**src/rtl/core/phsm_pkg.sv**
```systemverilog
// phsm_pkg: shared types and constants for the particle height splat block
// no dependencies; imported by every module of the block

package phsm_pkg;

    // largest texel address width over the supported texture sizes (4096 x 4096)
    localparam int IDX_W = 24;

    localparam int CFG_ADDR_W = 4;
    localparam int CFG_DATA_W = 32;

    localparam logic [1:0] REG_ORIGIN_X = 2'd0;
    localparam logic [1:0] REG_ORIGIN_Y = 2'd1;
    localparam logic [1:0] REG_RADIUS   = 2'd2;

    localparam logic [30:0] RADIUS_RESET = 31'd1024;

    localparam logic OP_SPLAT = 1'b0;
    localparam logic OP_READ  = 1'b1;

    // height byte is -100 * z with z in Q22.10
    localparam int HEIGHT_SCALE = 100;
    localparam int FRAC_BITS    = 10;

    localparam int QUEUE_DEPTH = 2;
    localparam int QPTR_W      = $clog2(QUEUE_DEPTH);
    localparam int QCNT_W      = $clog2(QUEUE_DEPTH + 1);

    typedef struct packed {
        logic [31:0] origin_x;
        logic [31:0] origin_y;
        logic [30:0] radius;
    } cfg_t;

    typedef enum logic [1:0] {
        CMD_MISS,
        CMD_HIT,
        CMD_READ
    } cmd_kind_t;

    typedef struct packed {
        cmd_kind_t        kind;
        logic             blank;
        logic [IDX_W-1:0] index;
        logic [7:0]       height;
    } cmd_t;

    typedef enum logic [2:0] {
        F_IDLE,
        F_DIFF,
        F_MUL,
        F_CMP,
        F_DIV,
        F_IDX,
        F_PUSH
    } front_state_t;

    typedef enum logic [1:0] {
        B_CLEAR,
        B_IDLE,
        B_UPD
    } back_state_t;

endpackage

```
**src/rtl/core/phsm_queue.sv**
```systemverilog
// phsm_queue: short command queue between front and back
// depends on phsm_pkg

module phsm_queue import phsm_pkg::*; (
    input  logic aclk,
    input  logic aresetn,
    input  logic push_valid,
    output logic push_ready,
    input  cmd_t push_cmd,
    output logic pop_valid,
    input  logic pop_ready,
    output cmd_t pop_cmd
);

    cmd_t              slot_reg [QUEUE_DEPTH];
    logic [QPTR_W-1:0] wptr_reg, rptr_reg;
    logic [QCNT_W-1:0] count_reg;
    logic              do_push, do_pop;

    assign push_ready = count_reg != QCNT_W'(QUEUE_DEPTH);
    assign pop_valid  = count_reg != '0;
    assign pop_cmd    = slot_reg[rptr_reg];
    assign do_push    = push_valid && push_ready;
    assign do_pop     = pop_valid && pop_ready;

    always_ff @(posedge aclk) begin
        if (!aresetn) begin
            wptr_reg  <= '0;
            rptr_reg  <= '0;
            count_reg <= '0;
        end else begin
            if (do_push) begin
                wptr_reg <= (wptr_reg == QPTR_W'(QUEUE_DEPTH - 1)) ? '0 : wptr_reg + QPTR_W'(1);
            end
            if (do_pop) begin
                rptr_reg <= (rptr_reg == QPTR_W'(QUEUE_DEPTH - 1)) ? '0 : rptr_reg + QPTR_W'(1);
            end
            if (do_push && !do_pop) begin
                count_reg <= count_reg + QCNT_W'(1);
            end else if (do_pop && !do_push) begin
                count_reg <= count_reg - QCNT_W'(1);
            end
        end
    end

    always_ff @(posedge aclk) begin
        if (do_push) begin
            slot_reg[wptr_reg] <= push_cmd;
        end
    end

endmodule

```
**config.mk**
```make
export PLATFORM = sky130hd
export DESIGN_NAME = phsm_queue
export DESIGN_NICKNAME = d
export VERILOG_FILES = /design/src/rtl/core/phsm_pkg.sv /design/src/rtl/core/phsm_queue.sv
export SDC_FILE = /design/constraint.sdc
export NUM_CORES = 1
export LEC_CHECK = 0
export ABC_CLOCK_PERIOD_IN_PS = 3550
export BUFFER_PORTS_ARGS = -buffer_cell sky130_fd_sc_hd__buf_4
export CAP_MARGIN = 20
export CORE_MARGIN = 1.5
export CORE_UTILIZATION = 58
export CTS_BUF_LIST = sky130_fd_sc_hd__clkbuf_4 sky130_fd_sc_hd__clkbuf_8
export DETAILED_ROUTE_END_ITERATION = 8
export PLACE_DENSITY_LB_ADDON = 0.2
export SLEW_MARGIN = 0
export SYNTH_ARGS = -nofsm -noshare
export SYNTH_HDL_FRONTEND = slang
export SYNTH_SLANG_ARGS = --single-unit
```
**constraint.sdc**
```tcl
create_clock -name aclk -period 3.55 [get_ports aclk]
set_input_delay 1.065 -clock aclk [delete_from_list [all_inputs] [get_ports aclk]]
set_output_delay 1.065 -clock aclk [all_outputs]
set_load 0.02 [all_outputs]
```
==> out/qor.yml <==
clock_tree:
  post_cts_resized: 0
  clock_latency_ns: 0.33
  cts_hold_buffers: 0
  clk_pin_slew_ns: 0.07
  cts_tree: "done"
  cts.htree.levels: 3
  clock-sinks: 75
  cts_setup_buffers: 0
  clockBufferDepth: 2
  cts_root_buffer: "clkbuf_8"
  cts_made_buffers: 9
synthesis:
  yosysMostFrequentCell: "edfxtp_1"
  synth_nets: 173
  synth_edf_count: 70
  seq_area_frac_synth_pct: 79.8
  synthAdderAreaFrac_pct: 0.454
  muxShareOfSynthArea_pct: 14.3
  synthCells: 133
  synth_common_cells: "70 x edfxtp_1, 35 x mux2_2, 5 x dfxtp_1"
  netlist.area_leader.share_pct: 76.2
  synth-xor-area-share_pct: 0.952
  synth_compound_area_share_pct: 1.27
  avgSynthCellArea_um2: 20.7
  ys_warn_count: 0
  synth_top_family_by_area: "multiplexers"
  synthArstFlopShare_pct: 0
  ys_top_cells_by_area: "edfxtp_1 76%, mux2_2 14%, dfxtp_1 3.6%"
  synth_area_leader_cell: "edfxtp_1"
  synthSimpleGateAreaFrac_pct: 2.36
  synth_cell_type_count: 19
  synth_seq_cells: 75
  synthFlopType: "edfxtp_1"
  synth_area_um2: 2760
floorplanning:
  fp.coreArea_um2: 4470
  die_w_um: 72.0
  die_h_um: 72.0
  ios: 76
  dieArea_um2: 5180
  num_rows: 24
  start_util_pct: 61.7
detailed_routing:
  first_iter_violations: 79
  wl_per_cell_um: 17.7
  vias: 1482
  dr.pass1.iters: 5
  wirelength_um: 4860
  vias_per_cell: 5.39
  drc: 0
  ant_nets: 0
global_route:
  gr-total-overflow: 0
  antenna_found_initial: 0
  grt_pass1_vias: 1505
  grt_first_pass_wirelength_um: 7340
  grt_max_degree: 36
  grt_usage_pct: 20.0
power_and_ir_drop:
  leakage_nw: 1.36
  max-vdd-ir-drop_mv: 0.483
  p_total_mw: 2.52
  power_density_nw_per_um2: 705
timing:
  tightest_slew_ns: 0.827
  finalSetupTns_ns: 0
  hold_viol: 0
  fin_ws_ns: 1.00
  finalCriticalPeriod_ns: 2.55
  max_freq_mhz: 392
  slew_headroom_pct: 44.9
  setup_viol: 0
  grt_setup_unrepaired: "false"
  slew_viol_final: 0
  fin_skew_ns: 0.00780
  period_share_pct: 71.8
cells_and_area:
  area_delta_synth_final_pct: 29.5
  fin_util_pct: 79.8
  final_net_count: 258
  fillers: 245
  antennaDiodeCount: 0
  multi_input_area_um2: 534
  drive_above_1_share_pct: 59.6
  seqCellArea_um2: 2200
  largest_reg_flops: 70
setup_path:
  crit_arrival_ns: 1.48
  end_kind: "output pin"
  worst_setup_path_start_kind: "flop"
  crit_fanout: 20
  r2r-start: "count_reg[0]"
  critPathRequiredTime_ns: 2.48
  crit_type: "reg2out"
hold_path:
  hp-class: "reg2reg"
  hp-start: "count_reg[1]"
place:
  place_congestion: 0.705
  place_ws_ns: 1.20
  hpwl_um: 3280
  port_buffers: 75
outcome:
  status: "complete, no violations"
run:
  maxCapViolCount: 0
[per-stage QoR]
| stage | cell area, µm² | hold slack (ns) | std cells |
|---|---|---|---|
| 6_report | 3570 | 0.556 | 275 |
| 2_1_floorplan | 2760 | 0.512 | 133 |
| 3_3_place_gp | 3400 | 0.526 | 259 |
| 3_5_place_dp | 3400 | 0.551 | 259 |
| 5_1_grt | 3570 | 0.599 | 275 |
| 4_1_cts | 3570 | 0.561 | 275 |
[final cells by class]
cell class	instances	area share [%]
multi-input cells	53	15.0
clock buffers	13	4.31
inverters	1	0.105
clock inverters	3	0.420
flip-flops and latches	75	61.6
repair buffers	78	16.7
well taps	52	1.82
[report_power, final]
part,internal [mW],total [mW],switching [mW],leakage (nW)
Sequential,1.11,1.15,0.0430,0.695
Clock,0.282,0.555,0.273,0.0948
Combinational,0.392,0.814,0.421,0.571
Total,1.78,2.52,0.738,1.36
[metal layers]
metal	up-vias	global-route usage (%)	share of wire, %	routed length, µm
li1	687	-	-	-
met1	727	23.6	39	1890
met3	13	5.14	4.6	224
met2	55	34.5	54	2600
met5	-	0	0	0
met4	0	9.85	2.8	135
[cell usage in the layout (no fill, tap or decap), types with 2 or more instances in the layout]
master | Yosys | layout
edfxtp_1 | 70 | 70
dfxtp_1 | 5 | 5
clkinv_2 | 0 | 3
clkbuf_8 | 0 | 9
clkbuf_4 | 0 | 4
mux2_2 | 35 | 35
and2_1 | 4 | 4
xnor2_1 | 2 | 2
buf_4 | 0 | 77
[worst max-delay path, stage by stage (launching register included)]
cell     delay [ns]
dfxtp_1        0.33
buf_4          0.27
mux2_2         0.38
buf_4          0.16
[final timing paths]
| check | to | slack (ns) | depth (start not counted) |
|---|---|---|---|
| setup / recovery | pop_cmd[25] | 1.00 | 3 |
| setup reg to reg | slot_reg[0][27] | 1.79 | 4 |
| hold / removal | count_reg[1] | 0.56 | 2 |
| hold reg to reg | count_reg[1] | 0.56 | 2 |
[cells by family after synthesis]
logic type / after synthesis
adder cells (fa/ha/maj): 1
flip-flops: 75
buffers and inverters: 5
multiplexers: 35
XOR/XNOR: 3
AND/OR/NAND/NOR: 9
AO/OA/AOI/OAI: 5
Power figures use the tool's default switching activity.
