$ cat config.mk
export PLATFORM = sky130hd
export DESIGN_NAME = phsm_cfg
export DESIGN_NICKNAME = d
export VERILOG_FILES = /design/src/rtl/core/phsm_pkg.sv /design/src/rtl/core/phsm_cfg.sv
export SDC_FILE = /design/constraint.sdc
export NUM_CORES = 1
export LEC_CHECK = 0
export ABC_CLOCK_PERIOD_IN_PS = 3100
export BUFFER_PORTS_ARGS = -buffer_cell sky130_fd_sc_hd__buf_2
export CAP_MARGIN = 25
export CELL_PAD_IN_SITES_DETAIL_PLACEMENT = 0
export CELL_PAD_IN_SITES_GLOBAL_PLACEMENT = 1
export CORE_AREA = 2 2 113 115
export CTS_CLUSTER_DIAMETER = 40
export DETAILED_ROUTE_END_ITERATION = 8
export DIE_AREA = 0 0 115 117
export PLACE_DENSITY_LB_ADDON = 0.1
export SYNTH_ARGS = -nofsm -noshare
export SYNTH_HDL_FRONTEND = slang
export SYNTH_SLANG_ARGS = --single-unit
$ cat constraint.sdc
create_clock -name aclk -period 3.1 [get_ports aclk]
set_input_delay 0.31 -clock aclk [delete_from_list [all_inputs] [get_ports aclk]]
set_output_delay 0.31 -clock aclk [all_outputs]
set_load 0.005 [all_outputs]
$ cat src/rtl/core/phsm_pkg.sv
// phsm_pkg: shared types and constants for the particle height splat block
// no dependencies; imported by every module of the block

package phsm_pkg;

    // largest texel address width over the supported texture sizes (4096 x 4096)
    localparam int IDX_W = 24;

    localparam int CFG_ADDR_W = 4;
    localparam int CFG_DATA_W = 32;

    localparam logic [1:0] REG_ORIGIN_X = 2'd0;
    localparam logic [1:0] REG_ORIGIN_Y = 2'd1;
    localparam logic [1:0] REG_RADIUS   = 2'd2;

    localparam logic [30:0] RADIUS_RESET = 31'd1024;

    localparam logic OP_SPLAT = 1'b0;
    localparam logic OP_READ  = 1'b1;

    // height byte is -100 * z with z in Q22.10
    localparam int HEIGHT_SCALE = 100;
    localparam int FRAC_BITS    = 10;

    localparam int QUEUE_DEPTH = 2;
    localparam int QPTR_W      = $clog2(QUEUE_DEPTH);
    localparam int QCNT_W      = $clog2(QUEUE_DEPTH + 1);

    typedef struct packed {
        logic [31:0] origin_x;
        logic [31:0] origin_y;
        logic [30:0] radius;
    } cfg_t;

    typedef enum logic [1:0] {
        CMD_MISS,
        CMD_HIT,
        CMD_READ
    } cmd_kind_t;

    typedef struct packed {
        cmd_kind_t        kind;
        logic             blank;
        logic [IDX_W-1:0] index;
        logic [7:0]       height;
    } cmd_t;

    typedef enum logic [2:0] {
        F_IDLE,
        F_DIFF,
        F_MUL,
        F_CMP,
        F_DIV,
        F_IDX,
        F_PUSH
    } front_state_t;

    typedef enum logic [1:0] {
        B_CLEAR,
        B_IDLE,
        B_UPD
    } back_state_t;

endpackage

$ cat src/rtl/core/phsm_cfg.sv
// phsm_cfg: apb-style register file holding origin and radius
// depends on phsm_pkg

module phsm_cfg import phsm_pkg::*; (
    input  logic                  aclk,
    input  logic                  aresetn,
    input  logic                  psel,
    input  logic                  penable,
    input  logic                  pwrite,
    input  logic [CFG_ADDR_W-1:0] paddr,
    input  logic [CFG_DATA_W-1:0] pwdata,
    output logic [CFG_DATA_W-1:0] prdata,
    output logic                  pready,
    output cfg_t                  cfg
);

    logic [31:0] origin_x_reg;
    logic [31:0] origin_y_reg;
    logic [30:0] radius_reg;
    logic        wr_en;
    logic [1:0]  reg_idx;

    assign pready  = 1'b1;
    assign reg_idx = paddr[3:2];
    assign wr_en   = psel && penable && pwrite;

    always_ff @(posedge aclk) begin
        if (!aresetn) begin
            origin_x_reg <= '0;
            origin_y_reg <= '0;
            radius_reg   <= RADIUS_RESET;
        end else if (wr_en) begin
            case (reg_idx)
                REG_ORIGIN_X: origin_x_reg <= pwdata;
                REG_ORIGIN_Y: origin_y_reg <= pwdata;
                REG_RADIUS:   radius_reg   <= pwdata[30:0];
                default: ;
            endcase
        end
    end

    always_comb begin
        case (reg_idx)
            REG_ORIGIN_X: prdata = origin_x_reg;
            REG_ORIGIN_Y: prdata = origin_y_reg;
            REG_RADIUS:   prdata = {1'b0, radius_reg};
            default:      prdata = '0;
        endcase
    end

    assign cfg.origin_x = origin_x_reg;
    assign cfg.origin_y = origin_y_reg;
    assign cfg.radius   = radius_reg;

endmodule

==> flow_metrics.py, run 1 <==
metrics = {
    "worst_setup_path": {
        "critPathLaunchType": "primary input",
        "critPathMostFrequentCell": "buf_2",
        "r2r_slack_ns": 2.41,
        "cp.buffers_inverters": 3,
        "critPathRequiredTime_ns": 2.79,
        "cp_slowest_cell": "buf_2",
        "critical_path.reg2reg.endpoint": "origin_y_reg[10]",
        "crit_family": "buffers and inverters",
        "ff2ff_path_depth": 2,
        "crit_path_max_incr_delay_ns": 0.57,
        "path_max_fanout": 20,
        "worstSetupPathType": "primary input to primary output",
        "cp-end-kind": "primary output",
        "cp_data_arrival_time_ns": 1.82,
        "reg2reg_from": "origin_y_reg[10]",
        "crit_chain": "buf_2, buf_4, mux2i_1, o21ai_0, buf_2",
    },
    "place": {
        "placed_area_um2": 5080,
        "place_congestion": 0.735,
        "port_buffers": 165,
        "post-dp-hpwl_um": 7850,
        "place_ws_ns": 0.950,
    },
    "drt": {
        "avgRoutedWirePerCell_um": 15.4,
        "top_layer": "met4",
        "dr_total_vias": 3632,
        "wl_met1_um": 5370,
        "drcViolationCount": 0,
        "wl_met3_um": 703,
        "drt-total-wl_um": 11700,
        "drtAntennaViolNets": 0,
        "dr_wl_met2_um": 5420,
        "drt_iter0_drc": 153,
        "dr.pass1.iters": 4,
        "routed_via_density": 4.77,
    },
    "clocking": {
        "clock_sinks": 95,
        "cts.path.max_buffers": 2,
        "htree_levels": 3,
        "cts_hold_buf": 0,
        "numCtsBuffers": 9,
        "cts.clk_slew.worst_paths_ns": 0.06,
        "cts_root_buffer": "clkbuf_16",
        "cts_tree": "yes",
        "post_cts_buffers": 0,
        "clkLatencyLatePin_ns": 0.34,
        "cts_resized": 0,
    },
    "pwr": {
        "power_density_nw_per_um2": 477,
        "irDropWorstVdd_v": 0.000178,
        "power_leakage_uw": 0.00268,
    },
    "timing": {
        "clock.fmax_mhz": 470,
        "worstMarginPinSlew_ns": 0.732,
        "maxSlewViolCount": 0,
        "setup_violations": 0,
        "relSlewSlack": 0.512,
        "worst_slack_ns": 0.972,
        "finalHoldViolations": 0,
        "period_share": 0.686,
        "finalCriticalPeriod_ns": 2.13,
        "skew_ns": 0,
        "tns_ns": 0,
        "grt_setup_unrepaired": "no",
    },
    "cells_and_area": {
        "nets": 647,
        "drive_above_1_share": 0.318,
        "syn_to_final_growth_pct": 27.3,
        "final_area_um2": 5390,
        "antenna_cells": 0,
        "fin_util": 0.438,
    },
    "yosys": {
        "yosysSeqAreaShare": 0.449,
        "synth_cells": 457,
        "ys_seq_elements": 95,
        "ys_warn_count": 0,
        "syn_nets": 498,
        "synth_area_um2": 4230,
        "synth.distinct_cells": 19,
        "avgSynthCellArea_um2": 9.26,
    },
    "floorplanning": {
        "num_rows": 41,
        "initial_core_util": 0.344,
        "fp.dieH_um": 117,
        "die_w_um": 115,
        "die_area_um2": 13500,
        "io_pins": 169,
        "core_area_um2": 12300,
    },
    "min_path": {
        "hp-start": "pwdata[10]",
        "hp-class": "primary input to flip-flop",
        "hold_end": "radius_reg[10]",
        "hold_depth": 3,
    },
    "run": {
        "cap_violations": 0,
    },
    "grt": {
        "grt_antenna_before_repair": 0,
        "grt.overflow.total": 0,
        "grt_usage": 0.176,
        "grt_first_pass_wirelength_um": 18200,
        "grt_max_degree": 53,
        "first_global_vias": 3411,
    },
    "run_status": {
        "status": "completed",
    },
}
layout make-up:
type                    instances  area, um2
repair buffers                176        911
fillers                      1263       6920
clock inverters                 3       40.0
multi-input cells             323       2070
flip-flops and latches         95       1900
clock buffers                  13        270
inverters                       1       3.75
well taps                     150        188
worst register-to-register path, cell delays in order, from the launching register on:
cell     delay [ns]
dfxtp_1        0.38
nand2_1        0.07
mux2i_1        0.17
worst max-delay path by stage:
stage | start | to | slack, ns | cells past startpoint
2_1_floorplan | paddr[2] | prdata[10] | 1.71 | 6
3_3_place_gp | paddr[2] | prdata[6] | 0.99 | 5
3_5_place_dp | paddr[2] | prdata[6] | 0.95 | 5
4_1_cts | paddr[2] | prdata[6] | 0.95 | 5
5_1_grt | paddr[2] | prdata[11] | 0.88 | 5
6_report | paddr[2] | prdata[6] | 0.97 | 5
where the power goes:
part | total, uW | internal, uW | leakage, uW | switching [uW]
Sequential | 1250 | 1240 | 0.000767 | 12.4
Clock | 1140 | 689 | 0.000156 | 454
Combinational | 181 | 71.2 | 0.00175 | 110
placed cells by master, fill, tap and decap left out:
cell type / n
buf_2: 164
nand2_1: 157
mux2i_1: 126
dfxtp_1: 95
o21ai_0: 31
buf_4: 12
clkbuf_16: 9
clkbuf_8: 3
clkinv_2: 2
nor2b_4: 1
nor2_1: 1
and3_1: 1
nor3b_2: 1
nand3b_1: 1
and2_4: 1
inv_1: 1
nand3_1: 1
o211ai_1: 1
conb_1: 1
clkbuf_1: 1
bufinv_16: 1
cell families (layout without fill, tap and decap cells):
group | count (synthesis) | count (layout) | synth area share
mux | 126 | 126 | 0.298
buf+inv | 39 | 193 | 0.0618
simple gates | 164 | 164 | 0.152
flops | 95 | 95 | 0.449
other cells | 1 | 1 | 0.000886
compound gates | 32 | 32 | 0.0384
per-layer routing:
layer / GRT usage / vias to the layer above
li1: - / 1814
met1: 0.224 / 1690
met2: 0.286 / 111
met3: 0.0433 / 17
met4: 0.0715 / 0
met5: 0 / -
metrics by stage:
step / cells / hold slack [ns] / power, uW
finish: 761 / 0.234 / 2570
global route: 761 / 0.241 / 2680
CTS: 761 / 0.221 / 2610
detailed placement: 745 / 0.461 / 1460
global placement: 745 / 0.454 / 1460
floorplan: 457 / 0.463 / 1390
synthesized netlist by cell type (all sizes together):
| master | instances | area, um2 |
|---|---|---|
| inv | 1 | 3.75 |
| nor2 | 1 | 3.75 |
| and2 | 1 | 8.76 |
| conb | 1 | 3.75 |
| mux2i | 126 | 1260 |
| clkbuf | 17 | 63.8 |
| nand3 | 1 | 5.00 |
| nand2 | 157 | 589 |
| nand3b | 1 | 7.51 |
| o211ai | 1 | 7.51 |
| nor2b | 1 | 13.8 |
| o21ai | 31 | 155 |
| buf | 21 | 194 |
| and3 | 1 | 6.26 |
| dfxtp | 95 | 1900 |
| nor3b | 1 | 7.51 |
(Power assumes the default switching activity.)
==> run 2: changes to the inputs <==
--- a/config.mk
+++ b/config.mk
@@ -5,15 +5,15 @@
 export SDC_FILE = /design/constraint.sdc
 export NUM_CORES = 1
 export LEC_CHECK = 0
-export ABC_CLOCK_PERIOD_IN_PS = 3100
+export ABC_CLOCK_PERIOD_IN_PS = 1950
 export BUFFER_PORTS_ARGS = -buffer_cell sky130_fd_sc_hd__buf_2
 export CAP_MARGIN = 25
 export CELL_PAD_IN_SITES_DETAIL_PLACEMENT = 0
 export CELL_PAD_IN_SITES_GLOBAL_PLACEMENT = 1
-export CORE_AREA = 2 2 113 115
+export CORE_AREA = 2 2 119 121
 export CTS_CLUSTER_DIAMETER = 40
 export DETAILED_ROUTE_END_ITERATION = 8
-export DIE_AREA = 0 0 115 117
+export DIE_AREA = 0 0 121 123
 export PLACE_DENSITY_LB_ADDON = 0.1
 export SYNTH_ARGS = -nofsm -noshare
 export SYNTH_HDL_FRONTEND = slang
==> constraint.sdc (replaced) <==
create_clock -name aclk -period 1.95 [get_ports aclk]
set_input_delay 0.195 -clock aclk [delete_from_list [all_inputs] [get_ports aclk]]
set_output_delay 0.195 -clock aclk [all_outputs]
set_load 0.005 [all_outputs]
==> flow_metrics.py, run 2 (synthesis gave the netlist of run 1 again) <==
metrics = {
    "timing": {
        "grt_setup_unrepaired": "no",
        "clock.fmax_mhz": 662,
        "skew_ns": 0,
        "finalCriticalPeriod_ns": 1.51,
        "setup_violations": 0,
        "timing.hold.ws_ns": 0.126,
        "maxSlewViolCount": 0,
        "finalHoldViolations": 0,
        "worst_slack_ns": 0.440,
        "period_share": 0.774,
        "tns_ns": 0,
    },
    "clocking": {
        "cts.path.max_buffers": 2,
        "cts_root_buffer": "clkbuf_16",
        "cts_tree": "yes",
        "cts_hold_buf": 0,
        "cts_resized": 0,
        "numCtsBuffers": 9,
        "htree_levels": 3,
        "clock_sinks": 95,
        "cts.clk_slew.worst_paths_ns": 0.06,
        "post_cts_buffers": 0,
        "clkLatencyLatePin_ns": 0.34,
    },
    "pwr": {
        "netSwitchingFraction": 0.222,
        "p_switching_uw": 909,
        "internal_power_uw": 3180,
        "power_density_nw_per_um2": 743,
        "clockPowerShare": 0.441,
        "power_leakage_uw": 0.00271,
        "p_total_uw": 4090,
        "p_seq_frac": 0.485,
        "irDropWorstVdd_v": 0.000306,
        "combPwrFrac": 0.074,
    },
    "min_path": {
        "hp-class": "primary input to flip-flop",
    },
    "drt": {
        "dr_total_vias": 3653,
        "dr.pass1.iters": 4,
        "drtAntennaViolNets": 0,
        "avgRoutedWirePerCell_um": 15.3,
        "drt-total-wl_um": 12100,
        "drcViolationCount": 0,
        "drt_iter0_drc": 125,
        "routed_via_density": 4.59,
    },
    "grt": {
        "first_global_vias": 3435,
        "grt_antenna_before_repair": 1,
        "grt_max_degree": 67,
        "grt_first_pass_wirelength_um": 18800,
        "grt_usage": 0.164,
        "grt.overflow.total": 0,
    },
    "worst_setup_path": {
        "critPathLaunchType": "primary input",
        "path_max_fanout": 14,
        "cp_data_arrival_time_ns": 1.32,
        "critPathRequiredTime_ns": 1.75,
        "worstSetupPathType": "primary input to primary output",
        "r2r_slack_ns": 1.29,
        "cp-end-kind": "primary output",
    },
    "cells_and_area": {
        "nets": 651,
        "syn_to_final_growth_pct": 30.1,
        "final_cell_mix": "buf_2 (164), nand2_1 (157), mux2i_1 (126), dfxtp_1 (95), o21ai_0 (31)",
        "drive_above_1_share": 0.322,
        "final_common_cell": "buf_2",
        "antenna_cells": 0,
        "fin_util": 0.405,
    },
    "floorplanning": {
        "initial_core_util": 0.311,
        "io_pins": 169,
        "die_w_um": 121,
        "fp.dieH_um": 123,
        "num_rows": 43,
        "core_area_um2": 13600,
        "die_area_um2": 14900,
    },
    "run": {
        "cap_violations": 0,
    },
    "run_status": {
        "status": "completed",
    },
    "place": {
        "port_buffers": 165,
        "place_congestion": 0.743,
        "place_ws_ns": 0.397,
        "post-dp-hpwl_um": 8540,
    },
}
run 2: changes by cell type in the layout (fill, tap and decap cells not counted):
cell / previous run / this run
buf_12: 0 / 4
run 2: area by class of cell:
class | count | area, um2
fillers | 1389 | 8110
multi-input cells | 323 | 2070
flip-flops and latches | 95 | 1900
repair buffers | 180 | 991
clock buffers | 13 | 270
well taps | 180 | 225
clock inverters | 3 | 40.0
inverters | 1 | 3.75
run 2: power by group through the flow:
stage	clock, uW	combinational (uW)	sequential [uW]
2_1_floorplan	0	176	2030
6_report	1810	301	1990
3_5_place_dp	0	307	2030
4_1_cts	1870	308	1990
5_1_grt	1940	334	1990
3_3_place_gp	0	302	2030
run 2: critical path, cell delays in order:
cell and delay [ns]:
buf_2 0.29, buf_4 0.37, mux2i_1 0.21, o21ai_0 0.09, buf_2 0.14
run 2: worst paths after layout:
kind	endpoint	start	cells after the start
max	prdata[19]	paddr[2]	5
min	origin_y_reg[31]	pwdata[31]	3
max reg2reg	radius_reg[10]	radius_reg[10]	2
min reg2reg	origin_x_reg[0]	origin_x_reg[0]	2
run 2: per-stage QoR:
| stage | area [um2] | cells |
|---|---|---|
| detailed placement | 5200 | 779 |
| CTS | 5510 | 795 |
| floorplan | 4230 | 457 |
| global placement | 5200 | 779 |
| finish | 5510 | 795 |
| global route | 5510 | 795 |
run 2: per-layer routing:
metal / part of all wire / global-route usage / vias to the layer above
met5: 0 / 0 / -
met4: 0.014 / 0.0610 / 0
met1: 0.46 / 0.223 / 1701
met2: 0.45 / 0.249 / 113
met3: 0.077 / 0.0443 / 11
li1: - / - / 1828
